File: src/rtl/prc_pkg.sv
// ----------------------------------------------------------------------------
// Polar/rectangular converter package
// Shared constants, control codes, the stage control bundle and the
// arctangent table for the CORDIC pipeline.
// ----------------------------------------------------------------------------
package prc_pkg;

   localparam int COORD_WIDTH_DEFAULT = 16;
   localparam int ITERATIONS_DEFAULT  = 16;
   localparam int MAX_ITERATIONS      = 32;

   // Fraction bits added to coordinates inside the datapath, and guard bits
   // that absorb the CORDIC gain and the sign.
   localparam int EXTRA_FRAC = 16;
   localparam int DATA_GUARD = 3;

   // Angles inside the datapath are degrees * 2^24.
   localparam int ANGLE_SHIFT = 24;
   // Shift between degrees * 2^24 and the Q8.7 angle field.
   localparam int ANGLE_Q_SHIFT = 17;
   localparam int Z_WIDTH       = 33;
   // Rounded Q8.7 angle including the +/-180 base before wrapping.
   localparam int ANGLE_WIDTH   = 18;

   localparam logic [29:0] INV_GAIN  = 30'd652032874;
   localparam int          GAIN_FRAC = 30;

   localparam int     HALF_TURN_DEG = 180;
   localparam int     HALF_TURN     = 23040;
   localparam int     QUARTER_TURN  = 11520;
   localparam int     FULL_TURN     = 46080;
   localparam longint DEG_PER_RAD   = 64'sd961263669;

   localparam logic [1:0] STATUS_OK      = 2'd0;
   localparam logic [1:0] STATUS_ORIGIN  = 2'd1;
   localparam logic [1:0] STATUS_NEG_RAD = 2'd2;
   localparam logic [1:0] STATUS_RANGE   = 2'd3;

   // Angle of a point that lies exactly on an axis.
   typedef enum logic [1:0] {
      AXIS_ZERO    = 2'd0,
      AXIS_POS_QTR = 2'd1,
      AXIS_NEG_QTR = 2'd2,
      AXIS_HALF    = 2'd3
   } prc_axis_type;

   // Base angle added after vectoring a point from the left half plane.
   typedef enum logic [1:0] {
      BASE_ZERO = 2'd0,
      BASE_POS  = 2'd1,
      BASE_NEG  = 2'd2
   } prc_base_type;

   typedef struct packed {
      logic         kind;
      logic [1:0]   status;
      logic         on_axis;
      prc_axis_type axis_angle;
      prc_base_type base;
      logic         flip;
   } prc_ctl_type;

   localparam longint ATAN_HEAD [0:10] = '{
      64'sd754974720, 64'sd445687602, 64'sd235489088, 64'sd119537938,
      64'sd60000934,  64'sd30029717,  64'sd15018523,  64'sd7509720,
      64'sd3754917,   64'sd1877466,   64'sd938734
   };

   // atan(2^-idx) in degrees * 2^24. Past the listed entries the small
   // angle form (180/pi) / 2^idx, rounded half up, is exact enough.
   function automatic logic [29:0] atan_step(input int idx);
      longint value;
      begin
         if (idx < 11) begin
            value = ATAN_HEAD[idx];
         end else begin
            value = (DEG_PER_RAD + (64'sd1 <<< (idx - 1))) >>> idx;
         end
         return value[29:0];
      end
   endfunction

endpackage

File: src/rtl/prc_prep.sv
// ----------------------------------------------------------------------------
// Polar/rectangular converter front end
// Two register stages: classify the beat, fold the angle and scale the
// radius, then load the CORDIC start vector and angle accumulator.
// ----------------------------------------------------------------------------
module prc_prep #(
   parameter int COORD_WIDTH = prc_pkg::COORD_WIDTH_DEFAULT
) (
   input  logic                          clock,
   input  logic                          reset,
   input  logic                          up_valid,
   output logic                          up_ready,
   input  logic                          kind,
   input  logic signed [COORD_WIDTH-1:0] first_operand,
   input  logic signed [COORD_WIDTH-1:0] second_operand,
   output logic                          dn_valid,
   input  logic                          dn_ready,
   output prc_pkg::prc_ctl_type          dn_ctl,
   output logic [COORD_WIDTH:0]          dn_axis_mag,
   output logic signed [COORD_WIDTH+prc_pkg::EXTRA_FRAC+prc_pkg::DATA_GUARD-1:0] dn_cx,
   output logic signed [COORD_WIDTH+prc_pkg::EXTRA_FRAC+prc_pkg::DATA_GUARD-1:0] dn_cy,
   output logic signed [prc_pkg::Z_WIDTH-1:0] dn_z
);

   localparam int CW  = COORD_WIDTH;
   localparam int DW  = CW + prc_pkg::EXTRA_FRAC + prc_pkg::DATA_GUARD;
   localparam int ZW  = prc_pkg::Z_WIDTH;
   localparam int PW  = CW + prc_pkg::GAIN_FRAC + 1;
   localparam int RS  = prc_pkg::GAIN_FRAC - prc_pkg::EXTRA_FRAC;
   localparam int AQW = ((CW > 16) ? CW : 16) + 1;
   localparam int AFW = ZW - prc_pkg::ANGLE_Q_SHIFT;

   localparam logic signed [AQW-1:0] QTR_Q  = AQW'(prc_pkg::QUARTER_TURN);
   localparam logic signed [AQW-1:0] HALF_Q = AQW'(prc_pkg::HALF_TURN);
   localparam logic signed [PW-1:0]  PROD_HALF = PW'(1) <<< (RS - 1);

   // Stage 0 registers.
   logic                 v0_ff, v0_in;
   prc_pkg::prc_ctl_type ctl0_ff, ctl0_in;
   logic [CW:0]          mag0_ff, mag0_in;
   logic signed [CW:0]   x0_ff, x0_in;
   logic signed [CW:0]   y0_ff, y0_in;
   logic signed [PW-1:0] prod_ff, prod_in;
   logic signed [ZW-1:0] z0_ff, z0_in;

   // Stage 1 registers.
   logic                 v1_ff, v1_in;
   prc_pkg::prc_ctl_type ctl1_ff;
   logic [CW:0]          mag1_ff;
   logic signed [DW-1:0] cx1_ff, cx1_in;
   logic signed [DW-1:0] cy1_ff, cy1_in;
   logic signed [ZW-1:0] z1_ff, z1_in;

   logic                  ready0, ready1, load0, load1;
   logic                  p_zero, q_zero, p_neg, q_neg, q_pos;
   logic signed [CW:0]    p_ext, q_ext, p_abs, q_abs;
   logic signed [AQW-1:0] a_ext, a_fold;
   logic                  a_above, a_below;
   logic signed [PW-1:0]  prod_rnd;

   assign ready1   = !v1_ff || dn_ready;
   assign ready0   = !v0_ff || ready1;
   assign up_ready = ready0;
   assign load0    = up_valid && ready0;
   assign load1    = v0_ff && ready1;

   always_comb begin
      p_zero = (first_operand == '0);
      q_zero = (second_operand == '0);
      p_neg  = first_operand[CW-1];
      q_neg  = second_operand[CW-1];
      q_pos  = !q_neg && !q_zero;
      p_ext  = {first_operand[CW-1], first_operand};
      q_ext  = {second_operand[CW-1], second_operand};
      p_abs  = p_neg ? -p_ext : p_ext;
      q_abs  = q_neg ? -q_ext : q_ext;

      a_ext   = {{(AQW-CW){second_operand[CW-1]}}, second_operand};
      a_above = (a_ext > QTR_Q);
      a_below = (a_ext < -QTR_Q);
      if (a_above) begin
         a_fold = a_ext - HALF_Q;
      end else if (a_below) begin
         a_fold = a_ext + HALF_Q;
      end else begin
         a_fold = a_ext;
      end

      ctl0_in.kind    = kind;
      ctl0_in.on_axis = p_zero || q_zero;
      ctl0_in.flip    = a_above || a_below;
      if (kind) begin
         if (p_neg) begin
            ctl0_in.status = prc_pkg::STATUS_NEG_RAD;
         end else if ((a_ext < -HALF_Q) || (a_ext > HALF_Q)) begin
            ctl0_in.status = prc_pkg::STATUS_RANGE;
         end else begin
            ctl0_in.status = prc_pkg::STATUS_OK;
         end
      end else begin
         ctl0_in.status = (p_zero && q_zero) ? prc_pkg::STATUS_ORIGIN : prc_pkg::STATUS_OK;
      end
      if (q_zero) begin
         ctl0_in.axis_angle = p_neg ? prc_pkg::AXIS_HALF : prc_pkg::AXIS_ZERO;
      end else begin
         ctl0_in.axis_angle = q_neg ? prc_pkg::AXIS_NEG_QTR : prc_pkg::AXIS_POS_QTR;
      end
      // A point in the left half plane is turned by 180 degrees first.
      if (!kind && p_neg) begin
         ctl0_in.base = q_pos ? prc_pkg::BASE_POS : prc_pkg::BASE_NEG;
      end else begin
         ctl0_in.base = prc_pkg::BASE_ZERO;
      end

      mag0_in = q_zero ? p_abs : q_abs;
      x0_in   = p_neg ? -p_ext : p_ext;
      y0_in   = p_neg ? -q_ext : q_ext;
      prod_in = PW'(first_operand) * $signed({1'b0, prc_pkg::INV_GAIN});
      z0_in   = {a_fold[AFW-1:0], {prc_pkg::ANGLE_Q_SHIFT{1'b0}}};
      v0_in   = ready0 ? up_valid : v0_ff;
   end

   always_comb begin
      prod_rnd = prod_ff + PROD_HALF;
      if (ctl0_ff.kind) begin
         cx1_in = DW'($signed(prod_rnd[PW-1:RS]));
         cy1_in = '0;
         z1_in  = z0_ff;
      end else begin
         cx1_in = DW'($signed({x0_ff, {prc_pkg::EXTRA_FRAC{1'b0}}}));
         cy1_in = DW'($signed({y0_ff, {prc_pkg::EXTRA_FRAC{1'b0}}}));
         z1_in  = '0;
      end
      v1_in = ready1 ? v0_ff : v1_ff;
   end

   always_ff @(posedge clock) begin
      if (reset) begin
         v0_ff <= 1'b0;
         v1_ff <= 1'b0;
      end else begin
         v0_ff <= v0_in;
         v1_ff <= v1_in;
      end
   end

   always_ff @(posedge clock) begin
      if (load0) begin
         ctl0_ff <= ctl0_in;
         mag0_ff <= mag0_in;
         x0_ff   <= x0_in;
         y0_ff   <= y0_in;
         prod_ff <= prod_in;
         z0_ff   <= z0_in;
      end
      if (load1) begin
         ctl1_ff <= ctl0_ff;
         mag1_ff <= mag0_ff;
         cx1_ff  <= cx1_in;
         cy1_ff  <= cy1_in;
         z1_ff   <= z1_in;
      end
   end

   assign dn_valid    = v1_ff;
   assign dn_ctl      = ctl1_ff;
   assign dn_axis_mag = mag1_ff;
   assign dn_cx       = cx1_ff;
   assign dn_cy       = cy1_ff;
   assign dn_z        = z1_ff;

endmodule

File: config.mk
export PLATFORM = sky130hd
export DESIGN_NAME = prc_prep
export DESIGN_NICKNAME = d
export VERILOG_FILES = /design/src/rtl/prc_pkg.sv /design/src/rtl/prc_prep.sv
export SDC_FILE = /design/constraint.sdc
export NUM_CORES = 1
export LEC_CHECK = 0
export BUFFER_PORTS_ARGS = -buffer_cell sky130_fd_sc_hd__buf_2
export CAP_MARGIN = 5
export CORE_UTILIZATION = 55
export DETAILED_ROUTE_END_ITERATION = 12
export HOLD_SLACK_MARGIN = 0.08
export PLACE_DENSITY = 0.75
export SETUP_SLACK_MARGIN = 0.5
export SYNTH_ARGS = -nofsm -noshare
export SYNTH_HDL_FRONTEND = slang
export SYNTH_SLANG_ARGS = --single-unit
File: constraint.sdc
create_clock -name clock -period 7.7 [get_ports clock]
set_input_delay 1.155 -clock clock [delete_from_list [all_inputs] [get_ports clock]]
set_output_delay 1.155 -clock clock [all_outputs]
set_load 0.05 [all_outputs]
==> results_dict.tcl <==
set metrics [dict create \
    synth_top_cells_by_count "inv_1 (273), edfxtp_1 (201), ha_1 (182)" \
    slew_headroom 0.216 \
    drt_iter0_markers 845 \
    cts_max_level 1 \
    worst_slack_ns 0.858 \
    yosysTopAreaCellShare 0.353 \
    die-area_um2 31800 \
    routabilityCongestion 0.985 \
    ys_types 79 \
    crit_end "prod_ff[46]" \
    status "finished clean" \
    rsz0062_at_grt "no" \
    die_w_um 178 \
    path_class "in2reg" \
    overflow 0 \
    synth_area_leader_cell "edfxtp_1" \
    firstDrtPassIters 5 \
    drive_above_1_share 0.122 \
    cts_hold_buf 0 \
    startpoint "first_operand[8]" \
    multiInputGateArea_um2 9720 \
    dp_slack_ns 0.400 \
    grt_pass1_vias 10800 \
    rr_worst_depth 8 \
    antenna_found_initial 0 \
    synth-seq-area-share 0.355 \
    chipHeight_um 178 \
    grt_pass1_wl_mm 61.4 \
    cts_root_buf "clkbuf_16" \
    port_buffers 134 \
    cp.required_ns 8.01 \
    seqCellArea_um2 6080 \
    ant_nets 0 \
    clock_latency_ns 0.52 \
    setup_tns_ns 0 \
    syn_inst 1511 \
    ys_warn_count 0 \
    min_period_ns 6.84 \
    grt_max_degree 82 \
    hpwl_mm 33.5 \
    crit_fanout 9 \
    finalSetupViolations 0 \
    fmax_mhz 146 \
    cts.sinks 203 \
    vias_per_cell 5.39 \
    crit_path_start_kind "input pin" \
    clock_skew_ns 0.0271 \
    antenna_cells 0 \
    grt.total_usage 0.260 \
    cap_violations 0 \
    cts_resized 0 \
    min_path_type "reg2reg" \
    synth_top_flop_cell "edfxtp_1" \
    worst_pin_slew_ns 1.16 \
    wl_per_cell_um 19.7 \
    core_um2 30600 \
    postCtsSetupRepairBufs 0 \
    num-nets-final 2038 \
    synth_edf_count 201 \
    end_kind "register" \
    layout.cells.non_filler 2052 \
    area_growth_pct 9.55 \
    synth_area_um2 17100 \
    rows 64 \
    slew_violations 0 \
    synthTopCellsByArea "edfxtp_1 (35%), fa_1 (21%), ha_1 (13%), inv_1 (6.0%), xnor2_1 (3.0%)" \
    tritoncts "done" \
    reg2reg_slack_ns 5.22 \
    synth-seq-cells 203 \
    reg2reg_to "dn_cx[31]" \
    dp_cells 2014 \
    syn_area_per_cell_um2 11.3 \
    finalHoldViolations 0 \
    async_flop_share 0 \
    routed_wl_mm 40.4 \
    fin_crit_sh 0.889 \
    worstPathArrival_ns 7.15 \
    yosysMostFrequentCell "inv_1" \
    worstReg2RegStart "prod_ff[14]" \
    io_pins 168 \
    fill_cells 2507 \
    num_vias 11100 \
    clk_pin_slew_ns 0.06 \
    numCtsBuffers 22 \
    drc 0 \
    clock_path_buffers 3 \
    initial_core_util 0.559 \
]
layout by cell type (no fill, tap or decap), types with 4 or more instances in the layout:
master / n
xor2_1: 44
a31oi_1: 9
a221o_1: 5
edfxtp_1: 201
clkinv_1: 5
o22ai_1: 5
fa_1: 177
nand4_1: 10
nand3_1: 33
conb_1: 33
o21ai_0: 23
and3_1: 10
buf_2: 134
nor3_1: 22
inv_1: 273
o21ai_1: 6
clkbuf_1: 4
and4_1: 4
nand2_1: 82
ha_1: 182
xnor2_1: 59
o31ai_1: 4
nand2b_1: 8
or2_2: 6
and2_1: 33
nor2_1: 66
a21o_1: 22
nor2b_1: 21
o211ai_1: 5
o21bai_1: 6
buf_4: 7
a21oi_1: 68
clkbuf_16: 22
routing by layer:
| layer | track usage | vias to the layer above | routed length, µm |
|---|---|---|---|
| met4 | 0.0738 | 0 | 1070 |
| met2 | 0.392 | 389 | 18100 |
| met1 | 0.376 | 5418 | 18200 |
| met3 | 0.0592 | 49 | 3110 |
| li1 | - | 5207 | - |
| met5 | 0 | - | 0 |
state kept, by name (all words and copies together) (netlist names), 9 cells and up:
name	cells
ctl0_ff	9
prod_ff	34
dn_cx	33
dn_z	16
dn_axis_mag	17
x0_ff	17
y0_ff	17
dn_cy	17
dn_ctl	9
mag0_ff	17
z0_ff	15
logic make-up (layout without fill, tap and decap cells):
kind of cell / count (synthesis) / after routing / share of synthesized area
AOI/OAI and AO/OA: 185 / 185 / 0.0716
xor gates and xnor gates: 103 / 103 / 0.0527
adders and majority gates: 359 / 359 / 0.340
buffers and inverters: 342 / 455 / 0.0845
DFF: 203 / 203 / 0.355
muxes: 2 / 2 / 0.00124
other: 1 / 33 / 0.000219
and+or+nand+nor: 316 / 316 / 0.0945
metrics by stage:
step / instance area (µm²) / util / hold WS, ns
after floorplan: 17200 / - / 0.400
after global placement: 18100 / 0.590 / 0.402
after detailed placement: 18100 / 0.590 / 0.405
after CTS: 18700 / 0.613 / 0.414
after global routing: 18700 / 0.613 / 0.423
final: 18700 / 0.613 / 0.418
how the worst min path moves through the flow:
| stage | startpoint | end | cells past startpoint |
|---|---|---|---|
| floorplan | mag0_ff[0] | dn_axis_mag[0] | 0 |
| global placement | mag0_ff[15] | dn_axis_mag[15] | 0 |
| detailed placement | mag0_ff[1] | dn_axis_mag[1] | 0 |
| CTS | mag0_ff[1] | dn_axis_mag[1] | 0 |
| global route | mag0_ff[2] | dn_axis_mag[2] | 0 |
| finish | mag0_ff[1] | dn_axis_mag[1] | 0 |
worst max-delay path: stages:
cell and delay (ns):
buf_2 0.27, inv_1 0.17, ha_1 0.47, fa_1 0.59, inv_1 0.07, fa_1 0.37, inv_1 0.10, fa_1 0.44
fa_1 0.55, inv_1 0.06, fa_1 0.53, inv_1 0.04, ha_1 0.36, a21oi_1 0.29, o21ai_1 0.18, a2111oi_2 0.52
a211oi_2 0.21, o211ai_1 0.35, a21oi_1 0.14, nor4b_2 0.30
final cells by class:
cell class	count	area share
Inverter	276	0.0553
Timing Repair Buffer	141	0.0386
Tap cell	396	0.0264
Multi-Input combinational cell	998	0.519
Clock buffer	26	0.0302
Sequential cell	203	0.324
Clock inverter	12	0.00687
Power is not shown: default switching activity piles up to over one toggle a cycle in this logic, so the estimate is an artifact.
