## src/rtl/prc_pkg.sv

```systemverilog
// ----------------------------------------------------------------------------
// Polar/rectangular converter package
// Shared constants, control codes, the stage control bundle and the
// arctangent table for the CORDIC pipeline.
// ----------------------------------------------------------------------------
package prc_pkg;

   localparam int COORD_WIDTH_DEFAULT = 16;
   localparam int ITERATIONS_DEFAULT  = 16;
   localparam int MAX_ITERATIONS      = 32;

   // Fraction bits added to coordinates inside the datapath, and guard bits
   // that absorb the CORDIC gain and the sign.
   localparam int EXTRA_FRAC = 16;
   localparam int DATA_GUARD = 3;

   // Angles inside the datapath are degrees * 2^24.
   localparam int ANGLE_SHIFT = 24;
   // Shift between degrees * 2^24 and the Q8.7 angle field.
   localparam int ANGLE_Q_SHIFT = 17;
   localparam int Z_WIDTH       = 33;
   // Rounded Q8.7 angle including the +/-180 base before wrapping.
   localparam int ANGLE_WIDTH   = 18;

   localparam logic [29:0] INV_GAIN  = 30'd652032874;
   localparam int          GAIN_FRAC = 30;

   localparam int     HALF_TURN_DEG = 180;
   localparam int     HALF_TURN     = 23040;
   localparam int     QUARTER_TURN  = 11520;
   localparam int     FULL_TURN     = 46080;
   localparam longint DEG_PER_RAD   = 64'sd961263669;

   localparam logic [1:0] STATUS_OK      = 2'd0;
   localparam logic [1:0] STATUS_ORIGIN  = 2'd1;
   localparam logic [1:0] STATUS_NEG_RAD = 2'd2;
   localparam logic [1:0] STATUS_RANGE   = 2'd3;

   // Angle of a point that lies exactly on an axis.
   typedef enum logic [1:0] {
      AXIS_ZERO    = 2'd0,
      AXIS_POS_QTR = 2'd1,
      AXIS_NEG_QTR = 2'd2,
      AXIS_HALF    = 2'd3
   } prc_axis_type;

   // Base angle added after vectoring a point from the left half plane.
   typedef enum logic [1:0] {
      BASE_ZERO = 2'd0,
      BASE_POS  = 2'd1,
      BASE_NEG  = 2'd2
   } prc_base_type;

   typedef struct packed {
      logic         kind;
      logic [1:0]   status;
      logic         on_axis;
      prc_axis_type axis_angle;
      prc_base_type base;
      logic         flip;
   } prc_ctl_type;

   localparam longint ATAN_HEAD [0:10] = '{
      64'sd754974720, 64'sd445687602, 64'sd235489088, 64'sd119537938,
      64'sd60000934,  64'sd30029717,  64'sd15018523,  64'sd7509720,
      64'sd3754917,   64'sd1877466,   64'sd938734
   };

   // atan(2^-idx) in degrees * 2^24. Past the listed entries the small
   // angle form (180/pi) / 2^idx, rounded half up, is exact enough.
   function automatic logic [29:0] atan_step(input int idx);
      longint value;
      begin
         if (idx < 11) begin
            value = ATAN_HEAD[idx];
         end else begin
            value = (DEG_PER_RAD + (64'sd1 <<< (idx - 1))) >>> idx;
         end
         return value[29:0];
      end
   endfunction

endpackage

```

## src/rtl/prc_post.sv

```systemverilog
// ----------------------------------------------------------------------------
// Polar/rectangular converter back end
// Three register stages: gain partial products, angle sum and rounded
// coordinates, gain sum with rounding, angle wrap and coordinate unfold, then
// result selection, saturation and the response register.
// ----------------------------------------------------------------------------
module prc_post #(
   parameter int COORD_WIDTH = prc_pkg::COORD_WIDTH_DEFAULT
) (
   input  logic                 clock,
   input  logic                 reset,
   input  logic                 up_valid,
   output logic                 up_ready,
   input  prc_pkg::prc_ctl_type up_ctl,
   input  logic [COORD_WIDTH:0] up_axis_mag,
   input  logic signed [COORD_WIDTH+prc_pkg::EXTRA_FRAC+prc_pkg::DATA_GUARD-1:0] up_cx,
   input  logic signed [COORD_WIDTH+prc_pkg::EXTRA_FRAC+prc_pkg::DATA_GUARD-1:0] up_cy,
   input  logic signed [prc_pkg::Z_WIDTH-1:0] up_z,
   output logic                          dn_valid,
   input  logic                          dn_ready,
   output logic signed [COORD_WIDTH:0]   dn_first_result,
   output logic signed [COORD_WIDTH-1:0] dn_second_result,
   output logic [1:0]                    dn_status
);

   localparam int CW    = COORD_WIDTH;
   localparam int EF    = prc_pkg::EXTRA_FRAC;
   localparam int DW    = CW + EF + prc_pkg::DATA_GUARD;
   localparam int ZW    = prc_pkg::Z_WIDTH;
   localparam int SPLIT = 25;
   localparam int HW    = DW - 1 - SPLIT;
   localparam int LPW   = SPLIT + prc_pkg::GAIN_FRAC;
   localparam int HPW   = HW + prc_pkg::GAIN_FRAC;
   localparam int SD    = HPW + SPLIT;
   localparam int MSH   = prc_pkg::GAIN_FRAC + EF;
   localparam int MW    = SD - MSH;
   localparam int RW    = DW - EF;
   localparam int ASW   = ZW + 2;
   localparam int AW    = prc_pkg::ANGLE_WIDTH;
   localparam int SW    = ((CW + 4) > AW) ? (CW + 4) : AW;

   localparam logic signed [ASW-1:0] BASE_Q =
      ASW'(longint'(prc_pkg::HALF_TURN_DEG) <<< prc_pkg::ANGLE_SHIFT);
   localparam logic signed [ASW-1:0] ANG_HALF_LSB = ASW'(1) <<< (prc_pkg::ANGLE_Q_SHIFT - 1);
   localparam logic signed [DW-1:0]  CO_HALF_LSB  = DW'(1) <<< (EF - 1);
   localparam logic [SD-1:0]         MAG_HALF_LSB = SD'(1) << (MSH - 1);
   localparam logic signed [AW-1:0]  HALF_A = AW'(prc_pkg::HALF_TURN);
   localparam logic signed [AW-1:0]  FULL_A = AW'(prc_pkg::FULL_TURN);
   localparam logic signed [SW-1:0]  HALF_S = SW'(prc_pkg::HALF_TURN);
   localparam logic signed [SW-1:0]  QTR_S  = SW'(prc_pkg::QUARTER_TURN);
   localparam logic signed [SW-1:0]  HI1 = {{(SW-CW){1'b0}}, {CW{1'b1}}};
   localparam logic signed [SW-1:0]  LO1 = {{(SW-CW){1'b1}}, {CW{1'b0}}};
   localparam logic signed [SW-1:0]  HI0 = {{(SW-CW+1){1'b0}}, {(CW-1){1'b1}}};
   localparam logic signed [SW-1:0]  LO0 = {{(SW-CW+1){1'b1}}, {(CW-1){1'b0}}};

   // Stage 1: partial products of the gain, angle sum, rounded coordinates.
   logic                  v1_ff, v1_in;
   prc_pkg::prc_ctl_type  ctl1_ff;
   logic [CW:0]           amag1_ff;
   logic [LPW-1:0]        plo_ff, plo_in;
   logic [HPW-1:0]        phi_ff, phi_in;
   logic signed [ASW-1:0] asum_ff, asum_in;
   logic signed [RW-1:0]  rx_ff, rx_in, ry_ff, ry_in;

   // Stage 2: magnitude, wrapped angle, unfolded coordinates.
   logic                  v2_ff, v2_in;
   prc_pkg::prc_ctl_type  ctl2_ff;
   logic [CW:0]           amag2_ff;
   logic [MW-1:0]         mag_ff, mag_in;
   logic signed [AW-1:0]  ang_ff, ang_in;
   logic signed [RW:0]    fx_ff, fx_in, fy_ff, fy_in;

   // Stage 3: response register.
   logic                  v3_ff, v3_in;
   logic signed [CW:0]    res1_ff, res1_in;
   logic signed [CW-1:0]  res2_ff, res2_in;
   logic [1:0]            stat_ff;

   logic                  ready1, ready2, ready3, load1, load2, load3;
   logic [DW-2:0]         cx_pos;
   logic [SPLIT-1:0]      cx_lo;
   logic [HW-1:0]         cx_hi;
   logic signed [ASW-1:0] base_val, ang_rnd;
   logic signed [DW-1:0]  cx_rnd, cy_rnd;
   logic [SD-1:0]         mag_sum;
   logic signed [AW-1:0]  ang_raw;
   logic signed [RW:0]    rx_ext, ry_ext;
   logic signed [SW-1:0]  sel1, sel2, axis_ang;

   assign ready3   = !v3_ff || dn_ready;
   assign ready2   = !v2_ff || ready3;
   assign ready1   = !v1_ff || ready2;
   assign up_ready = ready1;
   assign load1    = up_valid && ready1;
   assign load2    = v1_ff && ready2;
   assign load3    = v2_ff && ready3;

   always_comb begin
      cx_pos = up_cx[DW-1] ? '0 : up_cx[DW-2:0];
      cx_lo  = cx_pos[SPLIT-1:0];
      cx_hi  = cx_pos[DW-2:SPLIT];
      plo_in = LPW'(cx_lo) * LPW'(prc_pkg::INV_GAIN);
      phi_in = HPW'(cx_hi) * HPW'(prc_pkg::INV_GAIN);
      case (up_ctl.base)
         prc_pkg::BASE_POS: base_val = BASE_Q;
         prc_pkg::BASE_NEG: base_val = -BASE_Q;
         default:           base_val = '0;
      endcase
      asum_in = ASW'(up_z) + base_val;
      cx_rnd  = up_cx + CO_HALF_LSB;
      cy_rnd  = up_cy + CO_HALF_LSB;
      rx_in   = cx_rnd[DW-1:EF];
      ry_in   = cy_rnd[DW-1:EF];
      v1_in   = ready1 ? up_valid : v1_ff;
   end

   always_comb begin
      // The split products recombine to cx * gain, rounded to an unsigned integer (UQ18.0 at CW = 16).
      mag_sum = {phi_ff, {SPLIT{1'b0}}} + SD'(plo_ff) + MAG_HALF_LSB;
      mag_in  = mag_sum[SD-1:MSH];
      ang_rnd = asum_ff + ANG_HALF_LSB;
      ang_raw = ang_rnd[ASW-1:prc_pkg::ANGLE_Q_SHIFT];
      if (ang_raw <= -HALF_A) begin
         ang_in = ang_raw + FULL_A;
      end else if (ang_raw > HALF_A) begin
         ang_in = ang_raw - FULL_A;
      end else begin
         ang_in = ang_raw;
      end
      rx_ext = (RW + 1)'(rx_ff);
      ry_ext = (RW + 1)'(ry_ff);
      fx_in  = ctl1_ff.flip ? -rx_ext : rx_ext;
      fy_in  = ctl1_ff.flip ? -ry_ext : ry_ext;
      v2_in  = ready2 ? v1_ff : v2_ff;
   end

   always_comb begin
      case (ctl2_ff.axis_angle)
         prc_pkg::AXIS_POS_QTR: axis_ang = QTR_S;
         prc_pkg::AXIS_NEG_QTR: axis_ang = -QTR_S;
         prc_pkg::AXIS_HALF:    axis_ang = HALF_S;
         default:               axis_ang = '0;
      endcase
      if (ctl2_ff.status != prc_pkg::STATUS_OK) begin
         sel1 = '0;
         sel2 = '0;
      end else if (ctl2_ff.kind) begin
         sel1 = SW'(fx_ff);
         sel2 = SW'(fy_ff);
      end else if (ctl2_ff.on_axis) begin
         sel1 = SW'(amag2_ff);
         sel2 = axis_ang;
      end else begin
         sel1 = SW'(mag_ff);
         sel2 = SW'(ang_ff);
      end
      if (sel1 > HI1) begin
         res1_in = HI1[CW:0];
      end else if (sel1 < LO1) begin
         res1_in = LO1[CW:0];
      end else begin
         res1_in = sel1[CW:0];
      end
      if (sel2 > HI0) begin
         res2_in = HI0[CW-1:0];
      end else if (sel2 < LO0) begin
         res2_in = LO0[CW-1:0];
      end else begin
         res2_in = sel2[CW-1:0];
      end
      v3_in = ready3 ? v2_ff : v3_ff;
   end

   always_ff @(posedge clock) begin
      if (reset) begin
         v1_ff <= 1'b0;
         v2_ff <= 1'b0;
         v3_ff <= 1'b0;
      end else begin
         v1_ff <= v1_in;
         v2_ff <= v2_in;
         v3_ff <= v3_in;
      end
   end

   always_ff @(posedge clock) begin
      if (load1) begin
         ctl1_ff  <= up_ctl;
         amag1_ff <= up_axis_mag;
         plo_ff   <= plo_in;
         phi_ff   <= phi_in;
         asum_ff  <= asum_in;
         rx_ff    <= rx_in;
         ry_ff    <= ry_in;
      end
      if (load2) begin
         ctl2_ff  <= ctl1_ff;
         amag2_ff <= amag1_ff;
         mag_ff   <= mag_in;
         ang_ff   <= ang_in;
         fx_ff    <= fx_in;
         fy_ff    <= fy_in;
      end
      if (load3) begin
         res1_ff <= res1_in;
         res2_ff <= res2_in;
         stat_ff <= ctl2_ff.status;
      end
   end

   assign dn_valid         = v3_ff;
   assign dn_first_result  = res1_ff;
   assign dn_second_result = res2_ff;
   assign dn_status        = stat_ff;

endmodule
```

## config.mk

```make
export PLATFORM = sky130hd
export DESIGN_NAME = prc_post
export DESIGN_NICKNAME = d
export VERILOG_FILES = /design/src/rtl/prc_pkg.sv /design/src/rtl/prc_post.sv
export SDC_FILE = /design/constraint.sdc
export NUM_CORES = 2
export LEC_CHECK = 0
export BUFFER_PORTS_ARGS = -buffer_cell sky130_fd_sc_hd__buf_4
export CAP_MARGIN = 20
export CORE_MARGIN = 10
export CORE_UTILIZATION = 55
export CTS_BUF_LIST = sky130_fd_sc_hd__clkbuf_2 sky130_fd_sc_hd__clkbuf_4 sky130_fd_sc_hd__clkbuf_8
export DETAILED_ROUTE_END_ITERATION = 10
export GPL_ROUTABILITY_DRIVEN = 0
export PLACE_DENSITY = 0.71
export SLEW_MARGIN = 40
export SYNTH_ARGS = -nofsm -noshare
export SYNTH_HDL_FRONTEND = slang
export SYNTH_SLANG_ARGS = --single-unit
```

## constraint.sdc

```tcl
create_clock -name clock -period 24.2 [get_ports clock]
set_clock_uncertainty 0.15 [all_clocks]
set_input_delay 4.84 -clock clock [delete_from_list [all_inputs] [get_ports clock]]
set_output_delay 4.84 -clock clock [all_outputs]
set_load 0.1 [all_outputs]
```

==> flow_summary.json <==
{
  "cts_setup_buffers": 0,
  "pin_count": 170,
  "final_area_sq_mm": 0.03301,
  "drt_wl_total_microns": 69410,
  "fmaxAchievable_mhz": 79.16,
  "grt_use_total": 0.2233,
  "synth-edff-count": 282,
  "rows": 85,
  "synth.cell_area_sq_mm": 0.03011,
  "critPathSlowestCell": "ha_1",
  "synth_top_area_frac": 0.2812,
  "final_layout_size_suffix_gt1_frac": 0.09232,
  "peakVddDrop_mv": 0.1958,
  "grt_pass1_wl_microns": 113400,
  "cts_buffers": 47,
  "ff2ff_setup_slack_ns": 20.33,
  "antenna_found_initial": 2,
  "critPathCaptureType": "flip-flop",
  "hold_buffers": 0,
  "ys_seq_area_frac": 0.2832,
  "firstDrtPassIters": 5,
  "synth_nets": 3611,
  "placed_cell_area_sq_mm": 0.03205,
  "rr_startpoint": "plo_ff[39]",
  "num_vias": 19890,
  "power.leakage_nw": 15.88,
  "rr_worst_depth": 12,
  "port-buffer-count": 138,
  "worstMarginPinSlew_ns": 0.8275,
  "finalHoldViolCount": 0,
  "min_period_ns": 12.63,
  "area_growth_pct": 9.624,
  "dpl.hpwl_microns": 58790,
  "max-cap-violations": 0,
  "tns_ns": 0,
  "rsz0062_at_grt": "no",
  "relSlewSlack": 0.4472,
  "max_stage_delay_ns": 0.60,
  "power_switching_mw": 2.130,
  "status": "finished, final reports clean",
  "grt_use_met2": 0.3719,
  "p_clk_frac": 0.095,
  "core_area_sq_mm": 0.05403,
  "cp_data_required_time_ns": 24.37,
  "grt_start_max_net_pins": 87,
  "cts_root_buf": "clkbuf_8",
  "grt_use_met1": 0.2822,
  "finalCritPeriodShare": 0.5220,
  "drt-initial-drc-count": 1077,
  "cp-start-kind": "input pin",
  "p_per_area_mw_per_mm2": 136.2,
  "first_global_vias": 21730,
  "synthFlopType": "edfxtp_1",
  "synth.avg_cell_area_sq_um": 11.20,
  "hp-start": "amag1_ff[7]",
  "ys_types": 81,
  "crit_fanout": 42,
  "synth_area_leader_cell": "edfxtp_1",
  "cts.sinks": 285,
  "die_x_microns": 254.0,
  "hold_end": "amag2_ff[7]",
  "layout.cells.most_common": "inv_1",
  "vias_per_cell": 5.540,
  "p_int_mw": 2.367,
  "clock_latency_ns": 0.61,
  "overflow": 0,
  "synthTopCellsByArea": "edfxtp_1 28%, fa_1 26%, ha_1 17%, inv_1 7.1%, xnor2_1 4.0%",
  "switching_share": 0.4737,
  "crit_arrival_ns": 12.81,
  "critical_path_class": "in2reg",
  "hp-class": "reg2reg",
  "synth.ff_latch_count": 285,
  "r2r-end": "mag_ff[17]",
  "clkTransAtPathRegs_ns": 0.06,
  "wl_per_cell_microns": 19.34,
  "clock_path_buffers": 3,
  "busiest_layer": "met2",
  "seqPwrFrac": 0.183,
  "start_util": 0.5573,
  "synthArstFlopShare": 0,
  "pwr-share-comb": 0.722,
  "syn-instance-count": 2688,
  "ctsResizeCount": 0,
  "die_h_microns": 254.0,
  "cts_tree": "done",
  "met3_usage": 0.05424,
  "yosys_warnings": 0,
  "ant_nets": 0,
  "hold_depth": 0,
  "slew_violations": 0,
  "setup_violations": 0,
  "final_cell_mix": "568 x inv_1, 405 x ha_1, 385 x fa_1",
  "cpMostUsedCell": "inv_1",
  "drcViolationCount": 0,
  "dieArea_sq_mm": 0.06451,
  "nets": 3778,
  "htree_levels": 2
}
[how the worst max path moves through the flow]
stage	depth (start not counted)	from	endpoint	slack (ns)
3_3_place_gp	27	up_cx[34]	plo_ff[51]	11.19
2_1_floorplan	2	dn_ready	amag1_ff[0]	10.99
6_report	27	up_cx[34]	plo_ff[52]	11.57
5_1_grt	27	up_cx[34]	plo_ff[51]	11.18
3_5_place_dp	27	up_cx[34]	plo_ff[51]	11.04
4_1_cts	27	up_cx[34]	plo_ff[51]	11.71
[critical path, delay by kind of cell]
| kind | cells | cell delay [ns] |
|---|---|---|
| AND/OR/NAND/NOR | 5 | 1.16 |
| adder cells (fa/ha/maj) | 8 | 4.01 |
| AO/OA/AOI/OAI | 6 | 1.74 |
| buffers and inverters | 8 | 1.01 |
[per-layer routing]
layer | routed length (microns) | vias up | part of all wire
met5 | 9 | - | 0.00013
met4 | 2194 | 2 | 0.032
met2 | 33580 | 593 | 0.48
met3 | 5172 | 129 | 0.075
li1 | - | 9302 | -
met1 | 28460 | 9863 | 0.41
[Yosys cell counts, drive strengths merged, types with 7 or more instances]
library cell and n:
a211oi 12, a21boi 7, a21o 52, a21oi 103, a22oi 10, a31oi 17, and3 17, and4 7
buf 9, clkbuf 24, edfxtp 282, fa 385, ha 405, inv 571, mux2i 24, nand2 80
nand2b 43, nand3 58, nand4 23, nor2 106, nor2b 26, nor3 31, o211ai 11, o21a 13
o21ai 81, o21bai 11, o31ai 19, o41ai 8, or2 12, or4 10, xnor2 140, xor2 38
[layout make-up]
class,count,area [sq um]
multi-input combinational,1799,19340
sequential,285,8528
timing repair buffer,151,1172
tap,696,870.8
fill,4294,21020
inverter,571,2143
clock buffer,60,744.5
antenna,2,5.005
clock inverter,26,206.4
[sequential cells by signal (all words and copies together) (netlist names)]
register and count:
mag_ff 18, ctl1_ff 7, dn_status 2, plo_ff 29, dn_first_result 17, dn_valid 1
fy_ff 20, fx_ff 20, v2_ff 1, amag1_ff 17, amag2_ff 17, dn_second_result 16
asum_ff 19, rx_ff 19, ctl2_ff 6, phi_ff 38, v1_ff 1, ang_ff 18
ry_ff 19
[logic make-up after synthesis]
logic type / Yosys count / synth area share
compound gates: 376 / 0.08207
simple gates: 429 / 0.07317
buf+inv: 604 / 0.07583
flops: 285 / 0.2832
mux: 25 / 0.008352
xor+xnor: 178 / 0.05277
fa+ha+maj: 791 / 0.4246
[power by group through the flow]
stage | clock network (mW) | logic, mW | registers [mW]
floorplan | 0 | 2.38 | 0.836
global placement | 0 | 3.11 | 0.831
detailed placement | 0 | 3.22 | 0.832
CTS | 0.438 | 3.25 | 0.822
global route | 0.460 | 3.67 | 0.830
finish | 0.427 | 3.25 | 0.822
[metrics by stage]
| step | util | worst slack, ns | std cells | hold slack, ns | power [mW] |
|---|---|---|---|---|---|
| after floorplan | - | 10.99 | 2688 | 0.2503 | 3.216 |
| after global placement | 0.5921 | 11.19 | 3499 | 0.2550 | 3.937 |
| after detailed placement | 0.5932 | 11.04 | 3502 | 0.2545 | 4.054 |
| after CTS | 0.6108 | 11.71 | 3588 | 0.2605 | 4.509 |
| after global routing | 0.6109 | 11.18 | 3588 | 0.2802 | 4.964 |
| final | 0.6110 | 11.57 | 3590 | 0.2604 | 4.497 |
Power figures use the tool's default switching activity.
